## config.mk

```make
export PLATFORM = sky130hd
export DESIGN_NAME = in_order_commit_reorder_buffer_top
export DESIGN_NICKNAME = d
export VERILOG_FILES = /design/src/rtl/iocrb_pkg.sv /design/src/rtl/iocrb_ctrl.sv /design/src/rtl/iocrb_datapath.sv /design/src/rtl/in_order_commit_reorder_buffer_top.sv
export SDC_FILE = /design/constraint.sdc
export NUM_CORES = 2
export LEC_CHECK = 0
export ABC_AREA = 1
export BUFFER_PORTS_ARGS = -buffer_cell sky130_fd_sc_hd__buf_2
export CELL_PAD_IN_SITES_DETAIL_PLACEMENT = 0
export CELL_PAD_IN_SITES_GLOBAL_PLACEMENT = 1
export CORE_MARGIN = 2
export CORE_UTILIZATION = 50
export CTS_CLUSTER_DIAMETER = 150
export DETAILED_ROUTE_END_ITERATION = 16
export HOLD_SLACK_MARGIN = 0.15
export PLACE_DENSITY_LB_ADDON = 0.1
export SLEW_MARGIN = 5
export SYNTH_ARGS = -nofsm -noshare
export SYNTH_HDL_FRONTEND = slang
export SYNTH_MEMORY_MAX_BITS = 65536
export SYNTH_SLANG_ARGS = --single-unit
```

## constraint.sdc

```tcl
create_clock -name clk -period 10 [get_ports clk]
set_input_delay 2 -clock clk [delete_from_list [all_inputs] [get_ports clk]]
set_output_delay 2 -clock clk [all_outputs]
set_load 0.01 [all_outputs]
```

## src/rtl/iocrb_pkg.sv

```systemverilog
// Shared types and constants for the in-order commit reorder buffer.
`default_nettype none

package iocrb_pkg;

    // Number of slots held past the in-order head. Must be a power of two:
    // the slot number's low bits select the entry.
    localparam int WINDOW = 64;
    localparam int IDX_W  = $clog2(WINDOW);

    localparam int SLOT_W   = 32;
    localparam int VALUE_W  = 64;
    localparam int NODE_W   = 16;
    localparam int STATUS_W = 2;

    typedef enum logic [STATUS_W-1:0] {
        ST_STORED = 2'd0,
        ST_DUP    = 2'd1,
        ST_BEYOND = 2'd2
    } insert_status_t;

    typedef struct packed {
        logic [SLOT_W-1:0]  slot_number;
        logic [VALUE_W-1:0] value_ident;
        logic               sets_master;
    } iocrb_in_t;

    typedef struct packed {
        insert_status_t     insert_status;
        logic               delivered;
        logic [SLOT_W-1:0]  delivered_slot;
        logic [VALUE_W-1:0] delivered_value;
        logic               master_changed;
        logic [NODE_W-1:0]  new_master;
        logic               own_master_ok;
        logic               last_result;
    } iocrb_out_t;

    // Commands from the controller to the datapath.
    typedef struct packed {
        logic load_in;
        logic do_insert;
        logic issue_read;
        logic load_out;
        logic out_delivered;
        logic out_last;
    } iocrb_cmd_t;

    // Status from the datapath to the controller.
    typedef struct packed {
        logic hit;
        logic out_free;
    } iocrb_stat_t;

endpackage

`default_nettype wire

```

## src/rtl/iocrb_ctrl.sv

```systemverilog
// Controller state machine of the in-order commit reorder buffer.
`default_nettype none

module iocrb_ctrl (
    input  wire logic                 clk,
    input  wire logic                 rst_n,
    input  wire logic                 in_valid,
    output logic                      in_stall,
    input  wire iocrb_pkg::iocrb_stat_t stat,
    output iocrb_pkg::iocrb_cmd_t     cmd
);
    import iocrb_pkg::*;

    typedef enum logic [1:0] {
        S_IDLE,
        S_CHECK,
        S_LOOK,
        S_FETCH
    } state_t;

    state_t state_reg;
    state_t state_next;
    logic   in_ready;

    always_comb
    begin
        cmd        = '0;
        in_ready   = 1'b0;
        state_next = state_reg;
        unique case (state_reg)
            S_IDLE:
            begin
                in_ready = 1'b1;
                if (in_valid)
                begin
                    cmd.load_in = 1'b1;
                    state_next  = S_CHECK;
                end
            end
            S_CHECK:
            begin
                cmd.do_insert = 1'b1;
                state_next    = S_LOOK;
            end
            S_LOOK:
            begin
                if (stat.hit)
                begin
                    cmd.issue_read = 1'b1;
                    state_next     = S_FETCH;
                end
                else if (stat.out_free)
                begin
                    cmd.load_out = 1'b1;
                    cmd.out_last = 1'b1;
                    in_ready     = 1'b1;
                    if (in_valid)
                    begin
                        cmd.load_in = 1'b1;
                        state_next  = S_CHECK;
                    end
                    else
                    begin
                        state_next = S_IDLE;
                    end
                end
            end
            S_FETCH:
            begin
                if (stat.out_free)
                begin
                    cmd.load_out      = 1'b1;
                    cmd.out_delivered = 1'b1;
                    if (stat.hit)
                    begin
                        cmd.issue_read = 1'b1;
                    end
                    else
                    begin
                        cmd.out_last = 1'b1;
                        in_ready     = 1'b1;
                        if (in_valid)
                        begin
                            cmd.load_in = 1'b1;
                            state_next  = S_CHECK;
                        end
                        else
                        begin
                            state_next = S_IDLE;
                        end
                    end
                end
            end
            default:
            begin
                state_next = S_IDLE;
            end
        endcase
    end

    assign in_stall = !in_ready;

    always_ff @(posedge clk or negedge rst_n)
    begin
        if (!rst_n)
        begin
            state_reg <= S_IDLE;
        end
        else
        begin
            state_reg <= state_next;
        end
    end

endmodule

`default_nettype wire

```

## src/rtl/iocrb_datapath.sv

```systemverilog
// Datapath of the in-order commit reorder buffer: slot store, head and result register.
`default_nettype none

module iocrb_datapath (
    input  wire logic                   clk,
    input  wire logic                   rst_n,
    input  wire iocrb_pkg::iocrb_in_t   in_data,
    output iocrb_pkg::iocrb_out_t       out_data,
    output logic                        out_valid,
    input  wire logic                   out_stall,
    input  wire logic                   cfg_valid,
    output logic                        cfg_ready,
    input  wire logic [iocrb_pkg::NODE_W-1:0] cfg_data,
    input  wire iocrb_pkg::iocrb_cmd_t  cmd,
    output iocrb_pkg::iocrb_stat_t      stat
);
    import iocrb_pkg::*;

    localparam logic [SLOT_W:0] WIN_EXT = (SLOT_W + 1)'(WINDOW);

    iocrb_in_t             in_reg;
    insert_status_t        status_reg;
    insert_status_t        status_next;
    logic [WINDOW-1:0]     filled_reg;
    logic [WINDOW-1:0]     filled_next;
    logic [SLOT_W-1:0]     head_reg;
    logic [NODE_W-1:0]     master_reg;
    logic [NODE_W-1:0]     own_reg;
    logic [VALUE_W:0]      store_mem [WINDOW];
    logic [VALUE_W:0]      rd_data_reg;
    logic [SLOT_W-1:0]     rd_slot_reg;
    iocrb_out_t            out_reg;
    iocrb_out_t            out_next;
    logic                  out_valid_reg;

    logic [SLOT_W-1:0]     next_slot;
    logic [IDX_W-1:0]      next_idx;
    logic [IDX_W-1:0]      in_idx;
    logic                  below_head;
    logic                  beyond_window;
    logic                  do_store;
    logic                  changed;
    logic [NODE_W-1:0]     rd_node;

    assign next_slot = head_reg + SLOT_W'(1);
    assign next_idx  = next_slot[IDX_W-1:0];
    assign in_idx    = in_reg.slot_number[IDX_W-1:0];

    assign stat.hit      = filled_reg[next_idx];
    assign stat.out_free = !out_valid_reg || !out_stall;

    // Insert check.
    assign below_head    = in_reg.slot_number <= head_reg;
    assign beyond_window = {1'b0, in_reg.slot_number} > ({1'b0, head_reg} + WIN_EXT);

    always_comb
    begin
        do_store = 1'b0;
        if (below_head)
        begin
            status_next = ST_DUP;
        end
        else if (beyond_window)
        begin
            status_next = ST_BEYOND;
        end
        else if (filled_reg[in_idx])
        begin
            status_next = ST_DUP;
        end
        else
        begin
            status_next = ST_STORED;
            do_store    = cmd.do_insert;
        end
    end

    always_comb
    begin
        filled_next = filled_reg;
        if (do_store)
        begin
            filled_next[in_idx] = 1'b1;
        end
        if (cmd.issue_read)
        begin
            filled_next[next_idx] = 1'b0;
        end
    end

    // Result formation.
    assign rd_node = rd_data_reg[NODE_W:1];
    assign changed = cmd.out_delivered && rd_data_reg[0];

    always_comb
    begin
        out_next.insert_status   = status_reg;
        out_next.delivered       = cmd.out_delivered;
        out_next.delivered_slot  = cmd.out_delivered ? rd_slot_reg : '0;
        out_next.delivered_value = cmd.out_delivered ? rd_data_reg[VALUE_W:1] : '0;
        out_next.master_changed  = changed;
        out_next.new_master      = changed ? rd_node : master_reg;
        out_next.own_master_ok   = changed && (rd_node == own_reg);
        out_next.last_result     = cmd.out_last;
    end

    // Slot store: value id with the set-master flag in bit zero.
    always_ff @(posedge clk)
    begin
        if (do_store)
        begin
            store_mem[in_idx] <= {in_reg.value_ident, in_reg.sets_master};
        end
        if (cmd.issue_read)
        begin
            rd_data_reg <= store_mem[next_idx];
        end
    end

    always_ff @(posedge clk)
    begin
        if (cmd.load_in)
        begin
            in_reg <= in_data;
        end
        if (cmd.do_insert)
        begin
            status_reg <= status_next;
        end
        if (cmd.issue_read)
        begin
            rd_slot_reg <= next_slot;
        end
        if (cmd.load_out)
        begin
            out_reg <= out_next;
        end
    end

    always_ff @(posedge clk or negedge rst_n)
    begin
        if (!rst_n)
        begin
            filled_reg    <= '0;
            head_reg      <= '0;
            master_reg    <= '0;
            own_reg       <= '0;
            out_valid_reg <= 1'b0;
        end
        else
        begin
            filled_reg <= filled_next;
            if (cmd.issue_read)
            begin
                head_reg <= next_slot;
            end
            if (cmd.load_out)
            begin
                master_reg <= out_next.new_master;
            end
            if (cfg_valid)
            begin
                own_reg <= cfg_data;
            end
            if (cmd.load_out)
            begin
                out_valid_reg <= 1'b1;
            end
            else if (!out_stall)
            begin
                out_valid_reg <= 1'b0;
            end
        end
    end

    assign cfg_ready = 1'b1;
    assign out_valid = out_valid_reg;
    assign out_data  = out_reg;

    // A read is only issued for an entry that is actually filled.
    a_read_hits: assert property (@(posedge clk) disable iff (!rst_n)
        cmd.issue_read |-> filled_reg[next_idx])
        else $error("read issued for an empty entry");

    // The result register is never overwritten while it still holds a stalled result.
    a_no_overwrite: assert property (@(posedge clk) disable iff (!rst_n)
        cmd.load_out |-> (!out_valid_reg || !out_stall))
        else $error("result overwritten while stalled");

    // Each read retires exactly one slot.
    a_head_step: assert property (@(posedge clk) disable iff (!rst_n)
        cmd.issue_read |=> (head_reg == SLOT_W'($past(head_reg) + SLOT_W'(1))))
        else $error("head did not advance by one");

    // Insert and drain never overlap.
    a_insert_drain: assert property (@(posedge clk) disable iff (!rst_n)
        !(cmd.do_insert && (cmd.issue_read || cmd.load_out)))
        else $error("insert overlaps drain");

endmodule

`default_nettype wire

```

## src/rtl/in_order_commit_reorder_buffer_top.sv

```systemverilog
// Top level of the in-order commit reorder buffer.
//
// Decided log entries (slot number, value id, set-master flag) arrive on the
// input channel in any order. A transaction moves when in_valid is high and
// in_stall is low. Each accepted entry is checked against a window of WINDOW
// slots just past the in-order head and stored unless it is a repeat or
// lies beyond the window. The store is then drained in slot order: every
// entry from the head onward with no hole before it leaves as one result
// transaction, the last result of an input marked by last_result. When
// nothing drains, one result reports only the insert status.
// Sequence: an input that delivers nothing passes the check state and loads
// its result in the look state; one that delivers entries issues its first
// read in the look state, loads each result in the fetch state, one per cycle
// unless out_stall holds them, paced by the single read port of the slot
// store. The next input is taken in the cycle the final result is loaded.
// The result sits in an output register; while out_stall is high it holds
// and the drain pauses, but a finished result does not block acceptance.
// The own node id is written over the cfg channel, always ready.
// Reset clears the head, the master, the node id and all fill flags at once.
`default_nettype none

module in_order_commit_reorder_buffer_top (
    input  wire logic                         clk,
    input  wire logic                         rst_n,
    input  wire logic                         in_valid,
    output logic                              in_stall,
    input  wire iocrb_pkg::iocrb_in_t         in_data,
    output logic                              out_valid,
    input  wire logic                         out_stall,
    output iocrb_pkg::iocrb_out_t             out_data,
    input  wire logic                         cfg_valid,
    output logic                              cfg_ready,
    input  wire logic [iocrb_pkg::NODE_W-1:0] cfg_data
);
    import iocrb_pkg::*;

    iocrb_cmd_t  cmd;
    iocrb_stat_t stat;

    // Sequencing of insert, drain and result loading.
    iocrb_ctrl u_ctrl (
        .clk      (clk),
        .rst_n    (rst_n),
        .in_valid (in_valid),
        .in_stall (in_stall),
        .stat     (stat),
        .cmd      (cmd)
    );

    // Slot store, head, master and result register.
    iocrb_datapath u_datapath (
        .clk       (clk),
        .rst_n     (rst_n),
        .in_data   (in_data),
        .out_data  (out_data),
        .out_valid (out_valid),
        .out_stall (out_stall),
        .cfg_valid (cfg_valid),
        .cfg_ready (cfg_ready),
        .cfg_data  (cfg_data),
        .cmd       (cmd),
        .stat      (stat)
    );

endmodule

`default_nettype wire
```

==> insert_results.sql <==
INSERT INTO impl_metrics (metric_group, metric, value, unit) VALUES
('global_route', 'grt_first_pass_wirelength', '820.3', 'mm'),
('placed_design', 'place.detailed.hpwl', '332.7', 'mm'),
('synthesis', 'synth_fp_nets', '11190', ''),
('synthesis', 'post_synth_instance_area', '172600', 'um^2'),
('critical_path', 'r2r-start', 'u_datapath.head_reg[8]', ''),
('route', 'route.detailed.drc', '0', ''),
('global_route', 'largest_net_degree_at_the_start_of_global_routing', '104', ''),
('clock_network', 'cts.sinks', '4605', ''),
('critical_path', 'setup.worst_path.class', 'register to primary output', ''),
('timing', 'hold_viol', '0', ''),
('timing', 'report.final.slew_viol_count', '0', ''),
('power_and_ir_drop', 'power_density', '323.0', 'nW/um^2'),
('synthesis', 'synth.avg_cell_area', '15.67', 'um^2'),
('synthesis', 'seq_area_frac_synth', '0.7974', ''),
('timing', 'pin_slew_with_the_least_headroom_to_its_limit', '1334', 'ps'),
('power_and_ir_drop', 'vdd.ir_drop.worst', '278.5', 'uV'),
('die', 'die_area', '349900', 'um^2'),
('synthesis', 'ys.warnings.count', '0', ''),
('synthesis', 'synth_cells', '11010', ''),
('clock_network', 'clock_tree.htree_level_count', '5', ''),
('critical_path', 'worstSetupStartpoint', 'u_datapath.head_reg[0]', ''),
('route', 'post_drt_wl_per_cell', '36.59', 'um'),
('run_status', 'run_status', 'complete, no violations', ''),
('synthesis', 'synth_cell_type_count', '42', ''),
('clock_network', 'cts.path.max_buffers', '4', ''),
('route', 'viasPerCell', '6.454', ''),
('synthesis', 'post-synth-top-count-cell', 'sky130_fd_sc_hd__edfxtp_1', ''),
('die', 'chipWidth', '591.5', 'um'),
('timing', 'finalSetupViolCount', '0', ''),
('clock_network', 'post_cts_buffers', '0', ''),
('layout', 'number_of_flip_flops_under_the_largest_register_name', '4160', ''),
('global_route', 'global_route.usage.total', '0.3374', ''),
('timing', 'post-route-min-period', '7135', 'ps'),
('clock_network', 'cts_made_buffers', '468', ''),
('timing', 'period_share', '0.7135', ''),
('die', 'placeableCoreArea', '343300', 'um^2'),
('timing', 'hold-worst-slack', '476.3', 'ps'),
('route', 'detail_route.iter0.violations', '17300', ''),
('synthesis', 'synth_top_cell_by_area', 'sky130_fd_sc_hd__edfxtp_1', ''),
('die', 'pin_count', '239', ''),
('timing', 'totalNegativeSetupSlack', '0', 'ps'),
('layout', 'final_net_count', '11580', ''),
('route', 'dr_total_vias', '105700', ''),
('die', 'effective_utilization_at_floorplan', '0.5028', ''),
('global_route', 'via_count_of_the_first_global_routing_pass', '101400', ''),
('timing', 'clock_skew', '49.46', 'ps'),
('route', 'route.antenna.remaining_nets', '0', ''),
('synthesis', 'ys_top_cells_by_area', 'sky130_fd_sc_hd__edfxtp_1 78%, sky130_fd_sc_hd__a22oi_1 7.0%, sky130_fd_sc_hd__nand2_1 3.8%', ''),
('min_path', 'min-delay-start', 'u_datapath.master_reg[11]', ''),
('layout', 'finalNonFillerCells', '16380', ''),
('synthesis', 'synth_ff_type', 'sky130_fd_sc_hd__edfxtp_1', ''),
('min_path', 'hp-class', 'register to register', ''),
('global_route', 'antenna_found_initial', '46', ''),
('critical_path', 'timing.critical_path.to_type', 'primary output', ''),
('synthesis', 'synth_top_area_frac', '0.7784', ''),
('layout', 'layout-drive-gt1-share', '0.1101', ''),
('critical_path', 'biggest_fanout_along_the_worst_timing_path', '44', ''),
('timing', 'worst_slack', '2865', 'ps'),
('placed_design', 'numPortBuffers', '237', ''),
('placed_design', 'place_congestion', '0.8976', ''),
('synthesis', 'synth_common_cells', '4474 x sky130_fd_sc_hd__edfxtp_1, 1766 x sky130_fd_sc_hd__nand2_1, 1604 x sky130_fd_sc_hd__a22oi_1', ''),
('power_and_ir_drop', 'p_leak', '65.03', 'nW'),
('timing', 'maxSlewHeadroom', '0.1105', ''),
('die', 'die_h', '591.5', 'um'),
('clock_network', 'clk_pin_slew_worst_paths', '70', 'ps'),
('timing', 'max_clock_freq', '140.1', 'MHz'),
('die', 'rows', '215', ''),
('critical_path', 'critical_path.startpoint_type', 'register', ''),
('clock_network', 'root_buffer', 'sky130_fd_sc_hd__clkbuf_16', ''),
('route', 'totalWireLength', '599.4', 'mm'),
('critical_path', 'timing.critical_path.arrival', '5140', 'ps');
## report_power, final
part           total (mW)  leakage (nW)  switching [mW]  internal [mW]
combinational        20.9          15.8            15.9           4.99
sequential           24.5          41.8           0.571           24.0
clock                17.5          7.40            7.55           9.98
## cell type report
class                   instances  area, um^2
diodes                         21       52.55
clock buffers                 576       12260
clock inverters               293        2935
fillers                     26920      148400
inverters                     621        2664
multi-input cells            5207       30020
flip-flops and latches       4605      137600
well taps                    4557        5702
repair buffers                502        3570
## cell families (layout without fill, tap and decap cells)
group / after synthesis / count (layout) / share of synthesized area
compound gates: 2171 / 2171 / 0.09210
fa+ha+maj: 60 / 60 / 0.004350
simple gates: 2924 / 2924 / 0.07405
buf+inv: 1202 / 1992 / 0.02933
mux: 5 / 5 / 0.0003262
other cells: 1 / 22 / 0.00002173
flops: 4605 / 4605 / 0.7974
xor+xnor: 46 / 46 / 0.002378
## layer usage
| metal | part of all wire | vias up | wire length, um | GRT usage |
|---|---|---|---|---|
| met4 | 0.039 | 32 | 23390 | 0.1190 |
| met3 | 0.11 | 996 | 66530 | 0.06584 |
| met5 | 0.00049 | - | 295 | 0.002029 |
| li1 | - | 43180 | - | - |
| met1 | 0.40 | 54730 | 238700 | 0.4858 |
| met2 | 0.45 | 6795 | 270500 | 0.5161 |
## cell usage in the layout, fill, tap and decap left out, drive strengths merged, types with 21 or more instances in the layout
cell    count
nor3       22
ha         60
o21ai     172
bufinv     49
diode      21
a21oi     118
buf       502
nand3     151
a22o      257
inv       641
nand4     528
nand2    1768
clkbuf    576
nor2      447
xor2       44
dfrtp     131
a22oi    1604
clkinv    207
edfxtp   4474
## metrics by stage
step / utilization / power [mW] / cell area (um^2)
global placement: 0.5231 / 45.34 / 179500
global route: 0.5675 / 64.78 / 194800
detailed placement: 0.5232 / 45.42 / 179600
CTS: 0.5674 / 62.71 / 194800
floorplan: - / 35.60 / 172600
finish: 0.5676 / 62.94 / 194800
## worst max-delay path, cell delays in order (launching register included)
cell	delay (ps)
sky130_fd_sc_hd__dfrtp_2	490
sky130_fd_sc_hd__buf_4	500
sky130_fd_sc_hd__inv_2	440
sky130_fd_sc_hd__o21ai_0	270
sky130_fd_sc_hd__nand2_1	400
sky130_fd_sc_hd__inv_1	650
sky130_fd_sc_hd__nand3_1	200
sky130_fd_sc_hd__nand3_1	160
sky130_fd_sc_hd__nand2_1	130
sky130_fd_sc_hd__nor2_4	320
sky130_fd_sc_hd__nand2_1	160
sky130_fd_sc_hd__nor2_2	150
sky130_fd_sc_hd__nor2_1	90
sky130_fd_sc_hd__buf_2	160
## final timing paths
kind                                           endpoint  slack [ps]  cells after the start
max in group asynchronous     u_datapath.filled_reg[38]        7160                      3
min in group asynchronous        u_datapath.own_reg[15]         900                      1
max                                            in_stall        2860                     13
max reg2reg                u_datapath.store_mem[27][48]        3930                     19
min reg2reg                   u_datapath.master_reg[11]         480                      2
min                           u_datapath.master_reg[11]         480                      2
Power figures use the tool's default switching activity.
